`config.mk`:
```
export PLATFORM = sky130hd
export DESIGN_NAME = arc_replacement_policy
export DESIGN_NICKNAME = d
export VERILOG_FILES = /design/src/rtl/core/arc_pkg.sv /design/src/rtl/core/arc_div.sv /design/src/rtl/core/arc_dpath.sv /design/src/rtl/core/arc_ctrl.sv /design/src/rtl/core/arc_replacement_policy.sv
export SDC_FILE = /design/constraint.sdc
export NUM_CORES = 2
export LEC_CHECK = 0
export ABC_AREA = 1
export BUFFER_PORTS_ARGS = -buffer_cell sky130_fd_sc_hd__buf_2
export CORE_MARGIN = 1
export CORE_UTILIZATION = 45
export CTS_CLUSTER_SIZE = 8
export DETAILED_ROUTE_END_ITERATION = 7
export GPL_TIMING_DRIVEN = 0
export MAX_ROUTING_LAYER = met4
export PLACE_DENSITY_LB_ADDON = 0.12
export SLEW_MARGIN = 20
export SYNTH_ARGS = -nofsm -noshare
export SYNTH_HDL_FRONTEND = slang
export SYNTH_SLANG_ARGS = --single-unit
```
`constraint.sdc`:
```
create_clock -name i_clk -period 6.3 [get_ports i_clk]
set_clock_uncertainty 0.2 [all_clocks]
set_input_delay 1.26 -clock i_clk [delete_from_list [all_inputs] [get_ports i_clk]]
set_output_delay 1.26 -clock i_clk [all_outputs]
set_load 0.005 [all_outputs]
```
`src/rtl/core/arc_pkg.sv`:
```
// ----------------------------------------------------------------------------
// arc_pkg
// Shared types and constants of the adaptive replacement cache policy block:
// list codes, result location codes, controller commands and status.
// ----------------------------------------------------------------------------
package arc_pkg;

    // Width of capacity and adaptive target
    localparam int PW = 5;
    localparam logic [PW-1:0] CAP_RESET = 5'd16;

    // Register index of cache_capacity
    localparam logic REG_CAP = 1'b0;

    typedef enum logic [1:0] {
        LIST_T1 = 2'd0,
        LIST_T2 = 2'd1,
        LIST_B1 = 2'd2,
        LIST_B2 = 2'd3
    } t_list;

    localparam logic [2:0] FOUND_NONE = 3'd0;
    localparam logic [2:0] FOUND_T1   = 3'd1;
    localparam logic [2:0] FOUND_T2   = 3'd2;
    localparam logic [2:0] FOUND_B1   = 3'd3;
    localparam logic [2:0] FOUND_B2   = 3'd4;

    typedef enum logic [3:0] {
        OP_NONE   = 4'd0,
        OP_LATCH  = 4'd1,
        OP_SCAN   = 4'd2,
        OP_DIV    = 4'd3,
        OP_ADJ    = 4'd4,
        OP_FIND   = 4'd5,
        OP_UNLINK = 4'd6,
        OP_NOTE   = 4'd7,
        OP_PUSH   = 4'd8,
        OP_INSERT = 4'd9,
        OP_OUT    = 4'd10
    } t_op;

    typedef enum logic {
        SRC_HIT = 1'b0,
        SRC_SEL = 1'b1
    } t_src;

    typedef struct packed {
        t_op   op;
        t_src  src;
        t_list list;
    } t_cmd;

    typedef struct packed {
        logic  scan_done;
        logic  found;
        t_list where;
        logic  div_done;
        logic  out_busy;
        logic  l1_ge_c;
        logic  t1_lt_c;
        logic  total_ge_c;
        logic  total_ge_2c;
        logic  repl_t1;
    } t_stat;

endpackage

```
`src/rtl/core/arc_div.sv`:
```
// ----------------------------------------------------------------------------
// arc_div
// Restoring divider for list counts, one quotient bit per cycle.
// ----------------------------------------------------------------------------
module arc_div #(
    parameter int W = 6
) (
    input  logic         i_clk,
    input  logic         i_rst_n,
    input  logic         i_start,
    input  logic [W-1:0] i_num,
    input  logic [W-1:0] i_den,
    output logic         o_done,
    output logic [W-1:0] o_quo
);

    localparam int NW = $clog2(W + 1);

    logic [W:0]    r_rem;
    logic [W-1:0]  r_quo;
    logic [W-1:0]  r_den;
    logic [NW-1:0] r_cnt;
    logic          r_busy;
    logic          r_done;
    logic [W:0]    rem_sh;
    logic          take;

    assign rem_sh = {r_rem[W-1:0], r_quo[W-1]};
    assign take   = (rem_sh >= {1'b0, r_den});

    always_ff @(posedge i_clk) begin
        if (!i_rst_n) begin
            r_busy <= 1'b0;
            r_done <= 1'b0;
            r_cnt  <= '0;
        end else if (i_start) begin
            r_busy <= 1'b1;
            r_done <= 1'b0;
            r_cnt  <= NW'(W);
        end else if (r_busy) begin
            r_cnt <= r_cnt - 1'b1;
            if (r_cnt == NW'(1)) begin
                r_busy <= 1'b0;
                r_done <= 1'b1;
            end
        end
    end

    always_ff @(posedge i_clk) begin
        if (i_start) begin
            r_rem <= '0;
            r_quo <= i_num;
            r_den <= i_den;
        end else if (r_busy) begin
            r_rem <= take ? (rem_sh - {1'b0, r_den}) : rem_sh;
            r_quo <= {r_quo[W-2:0], take};
        end
    end

    assign o_done = r_done;
    assign o_quo  = r_quo;

endmodule

```
`src/rtl/core/arc_dpath.sv`:
```
// ----------------------------------------------------------------------------
// arc_dpath
// Entry table, tag memory, list counts, adaptive target and result register.
// Executes one command from the controller per cycle.
// ----------------------------------------------------------------------------
module arc_dpath #(
    parameter int MAX_CAPACITY = 16,
    parameter int KEY_WIDTH    = 32
) (
    input  logic                     i_clk,
    input  logic                     i_rst_n,
    input  arc_pkg::t_cmd            i_cmd,
    output arc_pkg::t_stat           o_stat,
    input  logic                     i_cfg_we,
    input  logic [arc_pkg::PW-1:0]   i_cfg_wdata,
    output logic [arc_pkg::PW-1:0]   o_cap,
    input  logic [KEY_WIDTH-1:0]     i_access_key,
    input  logic                     i_stall,
    output logic                     o_valid,
    output logic                     o_hit,
    output logic [2:0]               o_found_in,
    output logic                     o_released_valid,
    output logic [KEY_WIDTH-1:0]     o_released_key,
    output logic [arc_pkg::PW-1:0]   o_target_size
);

    localparam int SLOTS = 2 * MAX_CAPACITY;
    localparam int SW    = $clog2(SLOTS);
    localparam int CW    = $clog2(SLOTS + 1);
    localparam int EW    = (CW > arc_pkg::PW ? CW : arc_pkg::PW) + 2;
    localparam int PW    = arc_pkg::PW;

    // Entry table
    logic [SLOTS-1:0]    r_vld;
    arc_pkg::t_list      r_lst [SLOTS];
    logic [SW-1:0]       r_rec [SLOTS];
    logic [CW-1:0]       r_cnt [4];
    logic [KEY_WIDTH-1:0] mem [SLOTS];
    logic [KEY_WIDTH-1:0] r_rdata;

    logic [PW-1:0]       r_p;
    logic [PW-1:0]       r_cap;

    // Per-access state
    logic [KEY_WIDTH-1:0] r_key;
    logic [CW-1:0]       r_scan;
    logic                r_pend;
    logic [SW-1:0]       r_pidx;
    logic                r_found;
    arc_pkg::t_list      r_where;
    logic [SW-1:0]       r_hit_idx;
    logic [SW-1:0]       r_sel;
    logic                r_sel_ok;
    logic                r_rel_v;
    logic [KEY_WIDTH-1:0] r_rel_key;
    logic                r_den_zero;

    // Result register
    logic                r_ov;
    logic                r_o_hit;
    logic [2:0]          r_o_found;
    logic                r_o_relv;
    logic [KEY_WIDTH-1:0] r_o_relk;
    logic [PW-1:0]       r_o_p;

    logic [PW-1:0]       c_eff;
    logic [EW-1:0]       t1e, t2e, b1e, b2e, ce, pe, l1, tot;
    logic                in_b2;
    logic                scan_live;
    logic [SW-1:0]       rd_addr;
    logic [SW-1:0]       op_idx;
    logic                op_ok;
    arc_pkg::t_list      ul_list;
    logic                push_en;
    logic [SW-1:0]       push_idx;
    arc_pkg::t_list      push_list;
    logic [CW-1:0]       lru_rec;
    logic [SLOTS-1:0]    match;
    logic [SW-1:0]       find_idx;
    logic [SW-1:0]       free_idx;
    logic [CW-1:0]       div_num, div_den;
    logic                div_done;
    logic [CW-1:0]       div_quo;
    logic [EW-1:0]       d_step, p_up, p_dn;
    logic [2:0]          found_code;

    always_comb begin
        if (r_cap == '0) begin
            c_eff = PW'(1);
        end else if (int'(r_cap) > MAX_CAPACITY) begin
            c_eff = PW'(MAX_CAPACITY);
        end else begin
            c_eff = r_cap;
        end
    end

    assign t1e   = EW'(r_cnt[arc_pkg::LIST_T1]);
    assign t2e   = EW'(r_cnt[arc_pkg::LIST_T2]);
    assign b1e   = EW'(r_cnt[arc_pkg::LIST_B1]);
    assign b2e   = EW'(r_cnt[arc_pkg::LIST_B2]);
    assign ce    = EW'(c_eff);
    assign pe    = EW'(r_p);
    assign l1    = t1e + b1e;
    assign tot   = l1 + t2e + b2e;
    assign in_b2 = r_found && (r_where == arc_pkg::LIST_B2);

    assign scan_live = (i_cmd.op == arc_pkg::OP_SCAN) && (r_scan < CW'(SLOTS));
    assign rd_addr   = scan_live ? r_scan[SW-1:0] : r_sel;

    // Free slot for an insert, taken after the evictions of this access
    always_comb begin
        free_idx = '0;
        for (int j = 0; j < SLOTS; j++) begin
            if (!r_vld[j]) begin
                free_idx = SW'(j);
            end
        end
    end

    // Tag memory: one write port, one registered read port
    always_ff @(posedge i_clk) begin
        if (i_cmd.op == arc_pkg::OP_INSERT) begin
            mem[free_idx] <= r_key;
        end
        r_rdata <= mem[rd_addr];
    end

    assign op_idx  = (i_cmd.src == arc_pkg::SRC_HIT) ? r_hit_idx : r_sel;
    assign op_ok   = (i_cmd.src == arc_pkg::SRC_HIT) || r_sel_ok;
    assign ul_list = r_lst[op_idx];

    always_comb begin
        push_en   = 1'b0;
        push_idx  = op_idx;
        push_list = i_cmd.list;
        case (i_cmd.op)
            arc_pkg::OP_PUSH: begin
                push_en = op_ok;
            end
            arc_pkg::OP_INSERT: begin
                push_en   = 1'b1;
                push_idx  = free_idx;
                push_list = arc_pkg::LIST_T1;
            end
            default: begin
                push_en = 1'b0;
            end
        endcase
    end

    // LRU of a list: the valid entry whose recency is count - 1
    assign lru_rec = r_cnt[i_cmd.list] - 1'b1;
    always_comb begin
        find_idx = '0;
        for (int j = 0; j < SLOTS; j++) begin
            match[j] = r_vld[j] && (r_lst[j] == i_cmd.list) && (CW'(r_rec[j]) == lru_rec);
            find_idx = find_idx | (match[j] ? SW'(j) : '0);
        end
    end

    // Entry table and counts
    always_ff @(posedge i_clk) begin
        if (!i_rst_n) begin
            r_vld <= '0;
            for (int l = 0; l < 4; l++) begin
                r_cnt[l] <= '0;
            end
        end else if (i_cfg_we) begin
            r_vld <= '0;
            for (int l = 0; l < 4; l++) begin
                r_cnt[l] <= '0;
            end
        end else if (i_cmd.op == arc_pkg::OP_UNLINK && op_ok) begin
            for (int j = 0; j < SLOTS; j++) begin
                if (r_vld[j] && (r_lst[j] == ul_list) && (r_rec[j] > r_rec[op_idx])) begin
                    r_rec[j] <= r_rec[j] - 1'b1;
                end
            end
            r_vld[op_idx] <= 1'b0;
            if (r_cnt[ul_list] != '0) begin
                r_cnt[ul_list] <= r_cnt[ul_list] - 1'b1;
            end
        end else if (push_en) begin
            for (int j = 0; j < SLOTS; j++) begin
                if (r_vld[j] && (r_lst[j] == push_list)) begin
                    r_rec[j] <= r_rec[j] + 1'b1;
                end
            end
            r_lst[push_idx] <= push_list;
            r_rec[push_idx] <= '0;
            r_vld[push_idx] <= 1'b1;
            r_cnt[push_list] <= r_cnt[push_list] + 1'b1;
        end
    end

    // Key scan, victim selection and release note
    always_ff @(posedge i_clk) begin
        if (!i_rst_n) begin
            r_scan   <= '0;
            r_pend   <= 1'b0;
            r_found  <= 1'b0;
            r_sel_ok <= 1'b0;
            r_rel_v  <= 1'b0;
        end else begin
            case (i_cmd.op)
                arc_pkg::OP_LATCH: begin
                    r_key     <= i_access_key;
                    r_scan    <= '0;
                    r_pend    <= 1'b0;
                    r_found   <= 1'b0;
                    r_rel_v   <= 1'b0;
                    r_rel_key <= '0;
                end
                arc_pkg::OP_SCAN: begin
                    r_pend <= scan_live;
                    if (scan_live) begin
                        r_scan <= r_scan + 1'b1;
                        r_pidx <= r_scan[SW-1:0];
                    end
                    if (r_pend) begin
                        if (r_vld[r_pidx] && (r_rdata == r_key) && !r_found) begin
                            r_found   <= 1'b1;
                            r_hit_idx <= r_pidx;
                            r_where   <= r_lst[r_pidx];
                        end
                    end
                end
                arc_pkg::OP_FIND: begin
                    r_sel    <= find_idx;
                    r_sel_ok <= (r_cnt[i_cmd.list] != '0) && (|match);
                end
                arc_pkg::OP_NOTE: begin
                    // keep only the first key that leaves the data lists
                    if (r_sel_ok && !r_rel_v && (i_cmd.list == arc_pkg::LIST_T1 ||
                                                 i_cmd.list == arc_pkg::LIST_T2)) begin
                        r_rel_v   <= 1'b1;
                        r_rel_key <= r_rdata;
                    end
                end
                default: begin
                    r_pend <= r_pend;
                end
            endcase
        end
    end

    // Adaptive target
    always_comb begin
        if (r_where == arc_pkg::LIST_B1) begin
            div_num = r_cnt[arc_pkg::LIST_B2];
            div_den = r_cnt[arc_pkg::LIST_B1];
        end else begin
            div_num = r_cnt[arc_pkg::LIST_B1];
            div_den = r_cnt[arc_pkg::LIST_B2];
        end
    end

    arc_div #(
        .W (CW)
    ) u_div (
        .i_clk   (i_clk),
        .i_rst_n (i_rst_n),
        .i_start (i_cmd.op == arc_pkg::OP_DIV),
        .i_num   (div_num),
        .i_den   (div_den),
        .o_done  (div_done),
        .o_quo   (div_quo)
    );

    assign d_step = (r_den_zero || div_quo == '0) ? EW'(1) : EW'(div_quo);
    assign p_up   = pe + d_step;
    assign p_dn   = pe - d_step;

    always_ff @(posedge i_clk) begin
        if (!i_rst_n) begin
            r_p   <= '0;
            r_cap <= arc_pkg::CAP_RESET;
        end else if (i_cfg_we) begin
            r_p   <= '0;
            r_cap <= i_cfg_wdata;
        end else if (i_cmd.op == arc_pkg::OP_ADJ) begin
            if (r_where == arc_pkg::LIST_B1) begin
                r_p <= (p_up > ce) ? c_eff : p_up[PW-1:0];
            end else begin
                r_p <= (pe > d_step) ? p_dn[PW-1:0] : '0;
            end
        end
    end

    always_ff @(posedge i_clk) begin
        if (i_cmd.op == arc_pkg::OP_DIV) begin
            r_den_zero <= (div_den == '0);
        end
    end

    // Result register
    always_comb begin
        found_code = arc_pkg::FOUND_NONE;
        if (r_found) begin
            case (r_where)
                arc_pkg::LIST_T1: found_code = arc_pkg::FOUND_T1;
                arc_pkg::LIST_T2: found_code = arc_pkg::FOUND_T2;
                arc_pkg::LIST_B1: found_code = arc_pkg::FOUND_B1;
                arc_pkg::LIST_B2: found_code = arc_pkg::FOUND_B2;
                default:          found_code = arc_pkg::FOUND_NONE;
            endcase
        end
    end

    always_ff @(posedge i_clk) begin
        if (!i_rst_n) begin
            r_ov <= 1'b0;
        end else if (i_cmd.op == arc_pkg::OP_OUT) begin
            r_ov <= 1'b1;
        end else if (r_ov && !i_stall) begin
            r_ov <= 1'b0;
        end
    end

    always_ff @(posedge i_clk) begin
        if (i_cmd.op == arc_pkg::OP_OUT) begin
            r_o_hit   <= r_found && (r_where == arc_pkg::LIST_T1 ||
                                     r_where == arc_pkg::LIST_T2);
            r_o_found <= found_code;
            r_o_relv  <= r_rel_v;
            r_o_relk  <= r_rel_key;
            r_o_p     <= r_p;
        end
    end

    assign o_stat.scan_done   = (r_scan == CW'(SLOTS)) && !r_pend;
    assign o_stat.found       = r_found;
    assign o_stat.where       = r_where;
    assign o_stat.div_done    = div_done;
    assign o_stat.out_busy    = r_ov && i_stall;
    assign o_stat.l1_ge_c     = (l1 >= ce);
    assign o_stat.t1_lt_c     = (t1e < ce);
    assign o_stat.total_ge_c  = (tot >= ce);
    assign o_stat.total_ge_2c = (tot >= (ce << 1));
    assign o_stat.repl_t1     = (t1e != '0) && ((t1e > pe) || (in_b2 && t1e == pe));

    assign o_cap            = r_cap;
    assign o_valid          = r_ov;
    assign o_hit            = r_o_hit;
    assign o_found_in       = r_o_found;
    assign o_released_valid = r_o_relv;
    assign o_released_key   = r_o_relk;
    assign o_target_size    = r_o_p;

endmodule

```
`src/rtl/core/arc_ctrl.sv`:
```
// ----------------------------------------------------------------------------
// arc_ctrl
// Sequencer of one access: key scan, ARC case selection, evictions,
// target update and insertion, issued as commands to the datapath.
// ----------------------------------------------------------------------------
module arc_ctrl (
    input  logic           i_clk,
    input  logic           i_rst_n,
    input  logic           i_valid,
    output logic           o_stall,
    input  arc_pkg::t_stat i_stat,
    output arc_pkg::t_cmd  o_cmd
);

    typedef enum logic [14:0] {
        ST_IDLE   = 15'b000000000000001,
        ST_SCAN   = 15'b000000000000010,
        ST_DECIDE = 15'b000000000000100,
        ST_DIVS   = 15'b000000000001000,
        ST_DIVW   = 15'b000000000010000,
        ST_ADJ    = 15'b000000000100000,
        ST_UNHIT  = 15'b000000001000000,
        ST_REPL   = 15'b000000010000000,
        ST_FIND   = 15'b000000100000000,
        ST_UNL    = 15'b000001000000000,
        ST_NOTE   = 15'b000010000000000,
        ST_MOVE   = 15'b000100000000000,
        ST_INS    = 15'b001000000000000,
        ST_PUSHH  = 15'b010000000000000,
        ST_OUTW   = 15'b100000000000000
    } t_state;

    t_state         r_state, n_state;
    arc_pkg::t_list r_evl, n_evl;
    arc_pkg::t_list r_evdst, n_evdst;
    logic           r_evmove, n_evmove;
    logic           r_need_repl, n_need_repl;
    t_state         after_evict;

    assign after_evict = r_need_repl ? ST_REPL : (i_stat.found ? ST_PUSHH : ST_INS);

    always_comb begin
        n_state     = r_state;
        n_evl       = r_evl;
        n_evdst     = r_evdst;
        n_evmove    = r_evmove;
        n_need_repl = r_need_repl;
        o_cmd.op    = arc_pkg::OP_NONE;
        o_cmd.src   = arc_pkg::SRC_SEL;
        o_cmd.list  = r_evl;
        case (r_state)
            ST_IDLE: begin
                if (i_valid) begin
                    o_cmd.op = arc_pkg::OP_LATCH;
                    n_state  = ST_SCAN;
                end
            end
            ST_SCAN: begin
                o_cmd.op = arc_pkg::OP_SCAN;
                if (i_stat.scan_done) begin
                    n_state = ST_DECIDE;
                end
            end
            ST_DECIDE: begin
                n_evmove    = 1'b0;
                n_need_repl = 1'b0;
                if (i_stat.found) begin
                    if (i_stat.where == arc_pkg::LIST_T1 || i_stat.where == arc_pkg::LIST_T2) begin
                        n_state = ST_UNHIT;
                    end else begin
                        n_state = ST_DIVS;
                    end
                end else if (i_stat.l1_ge_c) begin
                    n_state = ST_FIND;
                    if (i_stat.t1_lt_c) begin
                        n_evl       = arc_pkg::LIST_B1;
                        n_need_repl = 1'b1;
                    end else begin
                        n_evl = arc_pkg::LIST_T1;
                    end
                end else if (i_stat.total_ge_c) begin
                    if (i_stat.total_ge_2c) begin
                        n_evl       = arc_pkg::LIST_B2;
                        n_need_repl = 1'b1;
                        n_state     = ST_FIND;
                    end else begin
                        n_state = ST_REPL;
                    end
                end else begin
                    n_state = ST_INS;
                end
            end
            ST_DIVS: begin
                o_cmd.op = arc_pkg::OP_DIV;
                n_state  = ST_DIVW;
            end
            ST_DIVW: begin
                if (i_stat.div_done) begin
                    n_state = ST_ADJ;
                end
            end
            ST_ADJ: begin
                o_cmd.op = arc_pkg::OP_ADJ;
                n_state  = ST_UNHIT;
            end
            ST_UNHIT: begin
                o_cmd.op  = arc_pkg::OP_UNLINK;
                o_cmd.src = arc_pkg::SRC_HIT;
                if (i_stat.where == arc_pkg::LIST_T1 || i_stat.where == arc_pkg::LIST_T2) begin
                    n_state = ST_PUSHH;
                end else begin
                    n_state = ST_REPL;
                end
            end
            ST_REPL: begin
                n_evmove    = 1'b1;
                n_need_repl = 1'b0;
                n_state     = ST_FIND;
                if (i_stat.repl_t1) begin
                    n_evl   = arc_pkg::LIST_T1;
                    n_evdst = arc_pkg::LIST_B1;
                end else begin
                    n_evl   = arc_pkg::LIST_T2;
                    n_evdst = arc_pkg::LIST_B2;
                end
            end
            ST_FIND: begin
                o_cmd.op = arc_pkg::OP_FIND;
                n_state  = ST_UNL;
            end
            ST_UNL: begin
                o_cmd.op = arc_pkg::OP_UNLINK;
                n_state  = ST_NOTE;
            end
            ST_NOTE: begin
                o_cmd.op = arc_pkg::OP_NOTE;
                n_state  = r_evmove ? ST_MOVE : after_evict;
            end
            ST_MOVE: begin
                o_cmd.op   = arc_pkg::OP_PUSH;
                o_cmd.list = r_evdst;
                n_state    = after_evict;
            end
            ST_INS: begin
                o_cmd.op = arc_pkg::OP_INSERT;
                n_state  = ST_OUTW;
            end
            ST_PUSHH: begin
                o_cmd.op   = arc_pkg::OP_PUSH;
                o_cmd.src  = arc_pkg::SRC_HIT;
                o_cmd.list = arc_pkg::LIST_T2;
                n_state    = ST_OUTW;
            end
            ST_OUTW: begin
                // hold until the result register can take the transaction
                if (!i_stat.out_busy) begin
                    o_cmd.op = arc_pkg::OP_OUT;
                    n_state  = ST_IDLE;
                end
            end
            default: begin
                n_state = ST_IDLE;
            end
        endcase
    end

    always_ff @(posedge i_clk) begin
        if (!i_rst_n) begin
            r_state     <= ST_IDLE;
            r_evl       <= arc_pkg::LIST_T1;
            r_evdst     <= arc_pkg::LIST_B1;
            r_evmove    <= 1'b0;
            r_need_repl <= 1'b0;
        end else begin
            r_state     <= n_state;
            r_evl       <= n_evl;
            r_evdst     <= n_evdst;
            r_evmove    <= n_evmove;
            r_need_repl <= n_need_repl;
        end
    end

    assign o_stall = (r_state != ST_IDLE);

endmodule

```
`src/rtl/core/arc_replacement_policy.sv`:
```
// Accesses: one at a time; a new access is taken only while the block is idle.
//   Each access scans every tag memory slot through the single read port, and a ghost
//   hit also runs the serial divider.
// Reset: all lists empty, target 0, capacity 16; a capacity write empties the
//   lists and clears the target.
// ----------------------------------------------------------------------------
// arc_replacement_policy
// Adaptive replacement cache policy over fixed-width keys with an APB
// capacity register.
// ----------------------------------------------------------------------------
module arc_replacement_policy #(
    parameter int MAX_CAPACITY = 16,
    parameter int KEY_WIDTH    = 32
) (
    input  logic                   i_clk,
    input  logic                   i_rst_n,
    input  logic                   i_valid,
    output logic                   o_stall,
    input  logic [KEY_WIDTH-1:0]   i_access_key,
    output logic                   o_valid,
    input  logic                   i_stall,
    output logic                   o_hit,
    output logic [2:0]             o_found_in,
    output logic                   o_released_valid,
    output logic [KEY_WIDTH-1:0]   o_released_key,
    output logic [arc_pkg::PW-1:0] o_target_size,
    input  logic                   psel,
    input  logic                   penable,
    input  logic                   pwrite,
    input  logic [2:0]             paddr,
    input  logic [31:0]            pwdata,
    output logic [31:0]            prdata,
    output logic                   pready
);

    arc_pkg::t_cmd          cmd;
    arc_pkg::t_stat         stat;
    logic                   cfg_we;
    logic [arc_pkg::PW-1:0] cap;

    assign pready = 1'b1;
    assign cfg_we = psel && penable && pwrite && (paddr[2] == arc_pkg::REG_CAP);
    assign prdata = (paddr[2] == arc_pkg::REG_CAP) ? 32'(cap) : '0;

    arc_ctrl u_ctrl (
        .i_clk   (i_clk),
        .i_rst_n (i_rst_n),
        .i_valid (i_valid),
        .o_stall (o_stall),
        .i_stat  (stat),
        .o_cmd   (cmd)
    );

    arc_dpath #(
        .MAX_CAPACITY (MAX_CAPACITY),
        .KEY_WIDTH    (KEY_WIDTH)
    ) u_dpath (
        .i_clk            (i_clk),
        .i_rst_n          (i_rst_n),
        .i_cmd            (cmd),
        .o_stat           (stat),
        .i_cfg_we         (cfg_we),
        .i_cfg_wdata      (pwdata[arc_pkg::PW-1:0]),
        .o_cap            (cap),
        .i_access_key     (i_access_key),
        .i_stall          (i_stall),
        .o_valid          (o_valid),
        .o_hit            (o_hit),
        .o_found_in       (o_found_in),
        .o_released_valid (o_released_valid),
        .o_released_key   (o_released_key),
        .o_target_size    (o_target_size)
    );

endmodule

```
Yosys cells after proc, flatten, opt, wreduce, memory -nomap -nowiden
Memory sizes are Yosys's and may differ from the RTL's. A register that Yosys moved wholly into a read port is not among the register bits.
Index checks and enable logic that the tools add are counted.
{"block": "word_totals", "wordCells": 1172, "memories": 4, "regBits": 219, "ramBits": 1272, "input_bits": 74}
{"block": "op_classes", "addsub": 75, "muxes": 548, "eq_ne": 173, "order_cmp": 47, "reduce_logical": 222, "bitwise": 71}
{"name": "u_dpath.mem", "words": 32, "width": 32, "read_ports": 1, "rd_clocked_by_memory_dff": 1, "write_ports": 1, "line": "arc_dpath.sv:38", "source": "logic [KEY_WIDTH-1:0] mem [SLOTS];"}
{"name": "u_dpath.r_rec", "words": 32, "width": 5, "read_ports": 33, "rd_clocked_by_memory_dff": 0, "write_ports": 33, "line": "arc_dpath.sv:36", "source": "logic [SW-1:0] r_rec [SLOTS];"}
{"name": "u_dpath.r_lst", "words": 32, "width": 2, "read_ports": 34, "rd_clocked_by_memory_dff": 1, "write_ports": 1, "line": "arc_dpath.sv:35", "source": "arc_pkg::t_list r_lst [SLOTS];"}
{"name": "u_dpath.r_cnt", "words": 4, "width": 6, "read_ports": 7, "rd_clocked_by_memory_dff": 0, "write_ports": 4, "line": "arc_dpath.sv:37", "source": "logic [CW-1:0] r_cnt [4];"}
{"operator": "1-bit 2-to-1 mux", "n": 391}
{"operator": "5-bit 2-to-1 mux", "n": 73}
{"operator": "15-bit case mux with 14 select lines", "n": 1}
{"operator": "2-bit == test", "n": 96}
{"operator": "5-bit by 6-bit == test with 1-bit output", "n": 32}
{"operator": "1-bit logical AND", "n": 179}
{"operator": "5-bit by 1-bit adder with 5-bit output, second input constant", "n": 32}
{"operator": "5-bit > comparator", "n": 32}
{"operator": "5-bit by 1-bit subtractor with 5-bit output, second input constant", "n": 32}
{"operator": "5-bit OR", "n": 30}
{"operator": "15-bit 2-to-1 mux", "n": 8}
{"operator": "32-bit 2-to-1 mux", "n": 3}
{"operator": "6-bit 2-to-1 mux", "n": 13}
{"operator": "4-bit 2-to-1 mux", "n": 17}
{"operator": "32-bit case mux with 2 select lines", "n": 1}
{"operator": "4-bit case mux with 10 select lines", "n": 1}
{"operator": "1-bit OR", "n": 36}
{"operator": "32-bit bitwise AND", "n": 1}
{"operator": "32-bit == test", "n": 1}
{"operator": "32-bit NOT", "n": 1}
{"operator": "32-bit OR", "n": 1}
{"operator": "32-bit OR reduction", "n": 1}
{"operator": "3-bit 2-to-1 mux", "n": 10}
{"operator": "14-bit 2-to-1 mux", "n": 2}
{"operator": "71 further kinds", "n": 142}

Logic depth before layout (Yosys ltp)
{"block": "logic_depth", "word_depth": 39, "depth_mapped": 38}

Hierarchy
From an unflattened synthesis, not the netlist that was laid out.
{"block": "unflattened", "cells_unflattened": 7621, "area_unflattened_um2": 77299.1}
{"mod": "arc_dpath", "area_per_inst_um2": 74482.7, "seq_area_each_um2": 42020.3, "instances": 1, "cells_each": 7231}
{"mod": "arc_div", "area_per_inst_um2": 1297.5, "seq_area_each_um2": 580.6, "instances": 1, "cells_each": 156}
{"mod": "arc_ctrl", "area_per_inst_um2": 1248.7, "seq_area_each_um2": 400.4, "instances": 1, "cells_each": 190}
{"mod": "arc_replacement_policy", "area_per_inst_um2": 270.3, "seq_area_each_um2": 0.0, "instances": 1, "cells_each": 44}

Worst setup path after synthesis
No wires, ideal clock.
{"block": "synth_timing", "path_type": "register to register", "start": "reg u_ctrl.r_state[4]", "end": "mem u_dpath.r_rec[27][4] (netlist name)", "period_less_slack_ns": 6.078, "arrival_time_ns": 5.755, "path_buffers": 3, "path_slack_ns": 0.222, "stages_incl_launch_ff": 29, "setup_time_ns": 0.123, "path_cell_list": "dfxtp_1 nor2_1 nand2_1 nor2_4 nand4_4 nand2_4 nand2_2 nand2_8 nor2_8 buf_6 clkbuf_1 buf_1 a22oi_1 o221ai_1 nand2_1 nand4_1 nor2_1 ha_1 nand2_1 nor2_1 a2111oi_0 nand4_2 fa_1 o21ai_0 a21oi_1 o21ai_0 o21ai_1 xor2_1 nor2_1"}
{"element": "start: declaration", "line": "arc_ctrl.sv:33", "source": "t_state r_state, n_state;"}
{"element": "start signal: assignment", "line": "arc_ctrl.sv:175", "source": "r_state <= n_state;"}
{"element": "end: declaration", "line": "arc_dpath.sv:36"}

Final worst setup path
{"block": "layout_timing", "start": "reg u_ctrl.r_state[6]", "end": "reg u_dpath.r_sel[0] (data pin)"}
{"block": "layout_via", "elab_chain_cells": 37}
{"element": "15-bit by 14-bit == test with 1-bit output / 15-bit by 12-bit == test with 1-bit output (equally long branches)", "line": "arc_ctrl.sv:51", "source": "case (r_state)"}
{"element": "2-bit case mux with 2 select lines *", "line": "arc_ctrl.sv:51"}
{"element": "memory read 4 x 6 bit"}
{"element": "6-bit by 1-bit subtractor with 6-bit output", "line": "arc_dpath.sv:152", "source": "assign lru_rec = r_cnt[i_cmd.list] - 1'b1;"}
{"element": "5-bit by 6-bit == test with 1-bit output", "line": "arc_dpath.sv:156", "source": "match[j] = r_vld[j] && (r_lst[j] == i_cmd.list) && (CW'(r_rec[j]) == lru_rec);"}
{"element": "1-bit logical AND", "line": "arc_dpath.sv:156"}
{"element": "1-bit 2-to-1 mux", "line": "arc_dpath.sv:157", "source": "find_idx = find_idx | (match[j] ? SW'(j) : '0);"}
{"element": "5-bit OR (29 in a row)", "line": "arc_dpath.sv:157"}
{"element": "5-bit OR *", "line": "arc_dpath.sv:157"}
{"element": "via u_dpath.find_idx[0]", "line": "arc_dpath.sv:79", "source": "logic [SW-1:0] find_idx;"}
{"element": "end signal: assignment", "line": "arc_dpath.sv:229", "source": "r_sel <= find_idx;"}
{"element": "end: declaration", "line": "arc_dpath.sv:52", "source": "logic [SW-1:0] r_sel;"}
The timed path passes the listed nets; every way through them passes the cells marked *.
A chain may end at the register's enable or synchronous reset.

==> impl_metrics.csv <==
group,metric,value,unit
status,status,"finished, violations left",
status,violations,"setup timing",
cells_and_area,stdcell_area,91500,um2
yosys,syn_avg_cell_area,10.1,um2
yosys,synth_edf_count,1248,
yosys,synth.top_cell.area_share,48.2,%
placed_design,place_inst,10300,
worst_setup_path,cp_cell_sequence,"nor2_2, nand2_2, nor2_4, nand4_4, buf_4, nand3_2, inv_2, o21ai_1, nand2_4, clkbuf_4, ha_4, clkdlybuf4s15_2, a21oi_1, o21ai_0, a211oi_1, o21ai_0, a211oi_1, nand4_1, nand4_1, nor3_1, nand4_1",
floorplan,row_count,152,
yosys,synth_area_leaders,"edfxtp_1 48%, dfxtp_1 7.1%, o21ai_0 5.5%",
routing,vias_per_cell,6.25,
routing,postRouteAntennaNets,0,
cells_and_area,drive_above_1_share,10.8,%
cts,cts_root_buffer,"clkbuf_16",
yosys,synth_common_cells,"1248 x edfxtp_1, 1003 x nor2_1, 862 x o21ai_0",
worst_setup_path,critPathMaxStageDelay,0.63,ns
yosys,ys_types,81,
yosys,synthCells,7707,
grt,grt_pass1_wl,484000,um
timing,relSlewSlack,5.89,%
cells_and_area,utilization,53.3,%
placed_design,port-buffer-count,93,
routing,drt-initial-drc-count,9279,
grt,grt_max_degree,45,
placed_design,place_congestion,1.07,
yosys,syn_area,77800,um2
yosys,ys_seq_area_share,55.3,%
pwr,cellPowerDensity,303,nW/um2
timing,finalSetupViolCount,12,
timing,period_share,103,%
yosys,yosysMostFrequentCell,"edfxtp_1",
hold_path,hold_path_class,"register to register",
worst_setup_path,end_kind,"register",
worst_setup_path,start_kind,"register",
worst_setup_path,crit_path_frequent_cell,"nand4_1",
run,drv_cap,0,
cts,clock_path_buffers,3,
grt,first_global_vias,62500,
timing,slew_viol_final,0,
placed_design,placed_cell_area,84100,um2
grt,grt_util_all_layers,40.8,%
timing,worst_pin_slew,1.40,ns
grt,antenna_found_initial,8,
cts,clock-sinks,1524,
worst_setup_path,crit_path_max_fanout,10,
floorplan,io_pins,151,
placed_design,hpwl,256000,um
cts,h-tree-depth,4,
worst_setup_path,crit_required,6.50,ns
floorplan,start_util,45.3,%
routing,drcViolationCount,0,
pwr,p_total,27700,uW
yosys,ys_ff_latch,1524,
pwr,leakage,0.0341,uW
routing,firstDrtPassIters,7,
floorplan,die_area,174000,um2
yosys,yosysWarnings,0,
grt,globalRouteOverflowTotal,0,
cells_and_area,fillerInstances,15300,
cts,cts_tree,"done",
routing,detail_route.wl_per_cell,33.0,um
floorplan,coreArea,172000,um2
timing,fmax,155,MHz
cts,worstSkewPairLatency,0.88,ns
yosys,synth-async-reset-ratio,0,%
timing,hold_viol,0,
timing,setup_ws,-0.167,ns
cts,cts_buffers,211,
worst_setup_path,crit_type,"register to register",
routing,wl,352000,um
cells_and_area,nets,8663,
timing,period_needed,6.47,ns
floorplan,die_h,418,um
cells_and_area,stdcell_count,10700,
worst_setup_path,critPathSlowestCell,"clkdlybuf4s15_2",
floorplan,die_x,418,um
worst_setup_path,crit_arrival,6.66,ns
routing,route.vias.total,66700,
yosys,synth_area_leader_cell,"edfxtp_1",
yosys,synth_ff_type,"edfxtp_1",
cells_and_area,syn2layout_area_growth,17.7,%
pwr,ir_drop,0.261,mV
cts,clk_pin_slew_worst_paths,0.05,ns
==> what timing repair did <==
item / in CTS / in global routing
hold buffers: 0 / 0
pin swaps: 15 / 30
resized for setup: 100 / 104
setup endpoints to repair: 166 / 105
gates cloned: 4 / 2
setup buffers: 31 / 22
==> layer usage <==
| metal | global-route usage (%) | routed length, um | up-vias |
|---|---|---|---|
| met2 | 61.7 | 157000 | 4292 |
| met4 | 28.7 | 30200 | 0 |
| met3 | 8.04 | 34600 | 1182 |
| met5 | - | 0 | - |
| met1 | 49.0 | 131000 | 32600 |
| li1 | - | - | 28600 |
==> through the flow <==
step                      setup slack (ns)  hold WS (ns)  setup TNS [ns]
final                               -0.167         0.216          -0.594
after global placement               -4.94         0.209        -1788.85
after CTS                          -0.0171         0.214         -0.0337
after floorplan                      0.222         0.200               0
after detailed placement             -2.40         0.205         -189.49
after global routing               -0.0407         0.221          -0.268
==> placed cells by master, fill, tap and decap left out, types with 127 or more instances in the layout <==
cell,Yosys,final
nand2_1,774,764
inv_1,672,665
o21ai_0,862,858
nand4_1,127,127
xor2_1,237,237
ha_1,328,326
clkbuf_1,301,383
nor2_1,1003,959
a21oi_1,374,371
edfxtp_1,1248,1248
clkbuf_16,0,215
o221ai_1,244,225
dfxtp_1,276,276
nand3_1,216,213
==> critical path: cells and delay by family (launching register included) <==
family / cells / cell delay, ns
flip-flops: 1 / 0.33
adder cells (fa/ha/maj): 1 / 0.52
buffers and inverters: 4 / 1.38
AO/OA/AOI/OAI: 6 / 0.90
AND/OR/NAND/NOR: 10 / 2.59
==> layout make-up <==
class | count | area (um2) | area share, %
clock buffers | 326 | 5830 | 6.37
inverters | 711 | 2710 | 2.96
diodes | 8 | 20.0 | 0.0219
plain buffers | 400 | 2050 | 2.25
well taps | 2310 | 2890 | 3.16
clock inverters | 13 | 303 | 0.331
repair buffers | 271 | 3500 | 3.83
flip-flops and latches | 1524 | 43000 | 47.0
multi-input cells | 5099 | 31200 | 34.1
==> state kept, by name (all words and copies together) (netlist names), 6 cells and up <==
signal	flops
u_dpath.mem	1024
u_dpath.r_vld	32
u_dpath.o_released_key	32
u_dpath.u_div.o_quo	6
u_dpath.r_scan	6
u_dpath.r_cnt	24
u_dpath.r_rel_key	32
u_dpath.r_key	32
u_dpath.r_rec	160
u_dpath.u_div.r_rem	6
u_dpath.u_div.r_den	6
u_dpath.r_rdata	32
u_ctrl.r_state	15
u_dpath.r_lst	64
==> where the power goes <==
part	switching [uW]	internal (uW)
clock	4480	6310
combinational	4020	1310
sequential	348	11200
total	8840	18900
==> worst paths after layout <==
kind / startpoint / endpoint / slack (ns) / depth (start not counted)
hold reg to reg: u_dpath.r_rel_key[11] / u_dpath.o_released_key[11] / 0.22 / 0
hold / removal: u_dpath.r_rel_key[11] / u_dpath.o_released_key[11] / 0.22 / 0
setup reg to reg: u_ctrl.r_state[6] / u_dpath.r_sel[0] / -0.17 / 21
setup / recovery: u_ctrl.r_state[6] / u_dpath.r_sel[0] / -0.17 / 21
==> logic make-up (layout without fill, tap and decap cells) <==
logic type / Yosys count / after routing / synth area share (%)
other: 2 / 36 / 0.00966
and+or+nand+nor: 2375 / 2380 / 13.2
AOI/OAI and AO/OA: 1985 / 1985 / 15.5
buffers and inverters: 1115 / 1721 / 5.79
xor gates and xnor gates: 305 / 305 / 3.45
DFF: 1524 / 1524 / 55.3
adders and majority gates: 371 / 371 / 6.39
muxes: 30 / 30 / 0.393
Power figures use the tool's default switching activity.
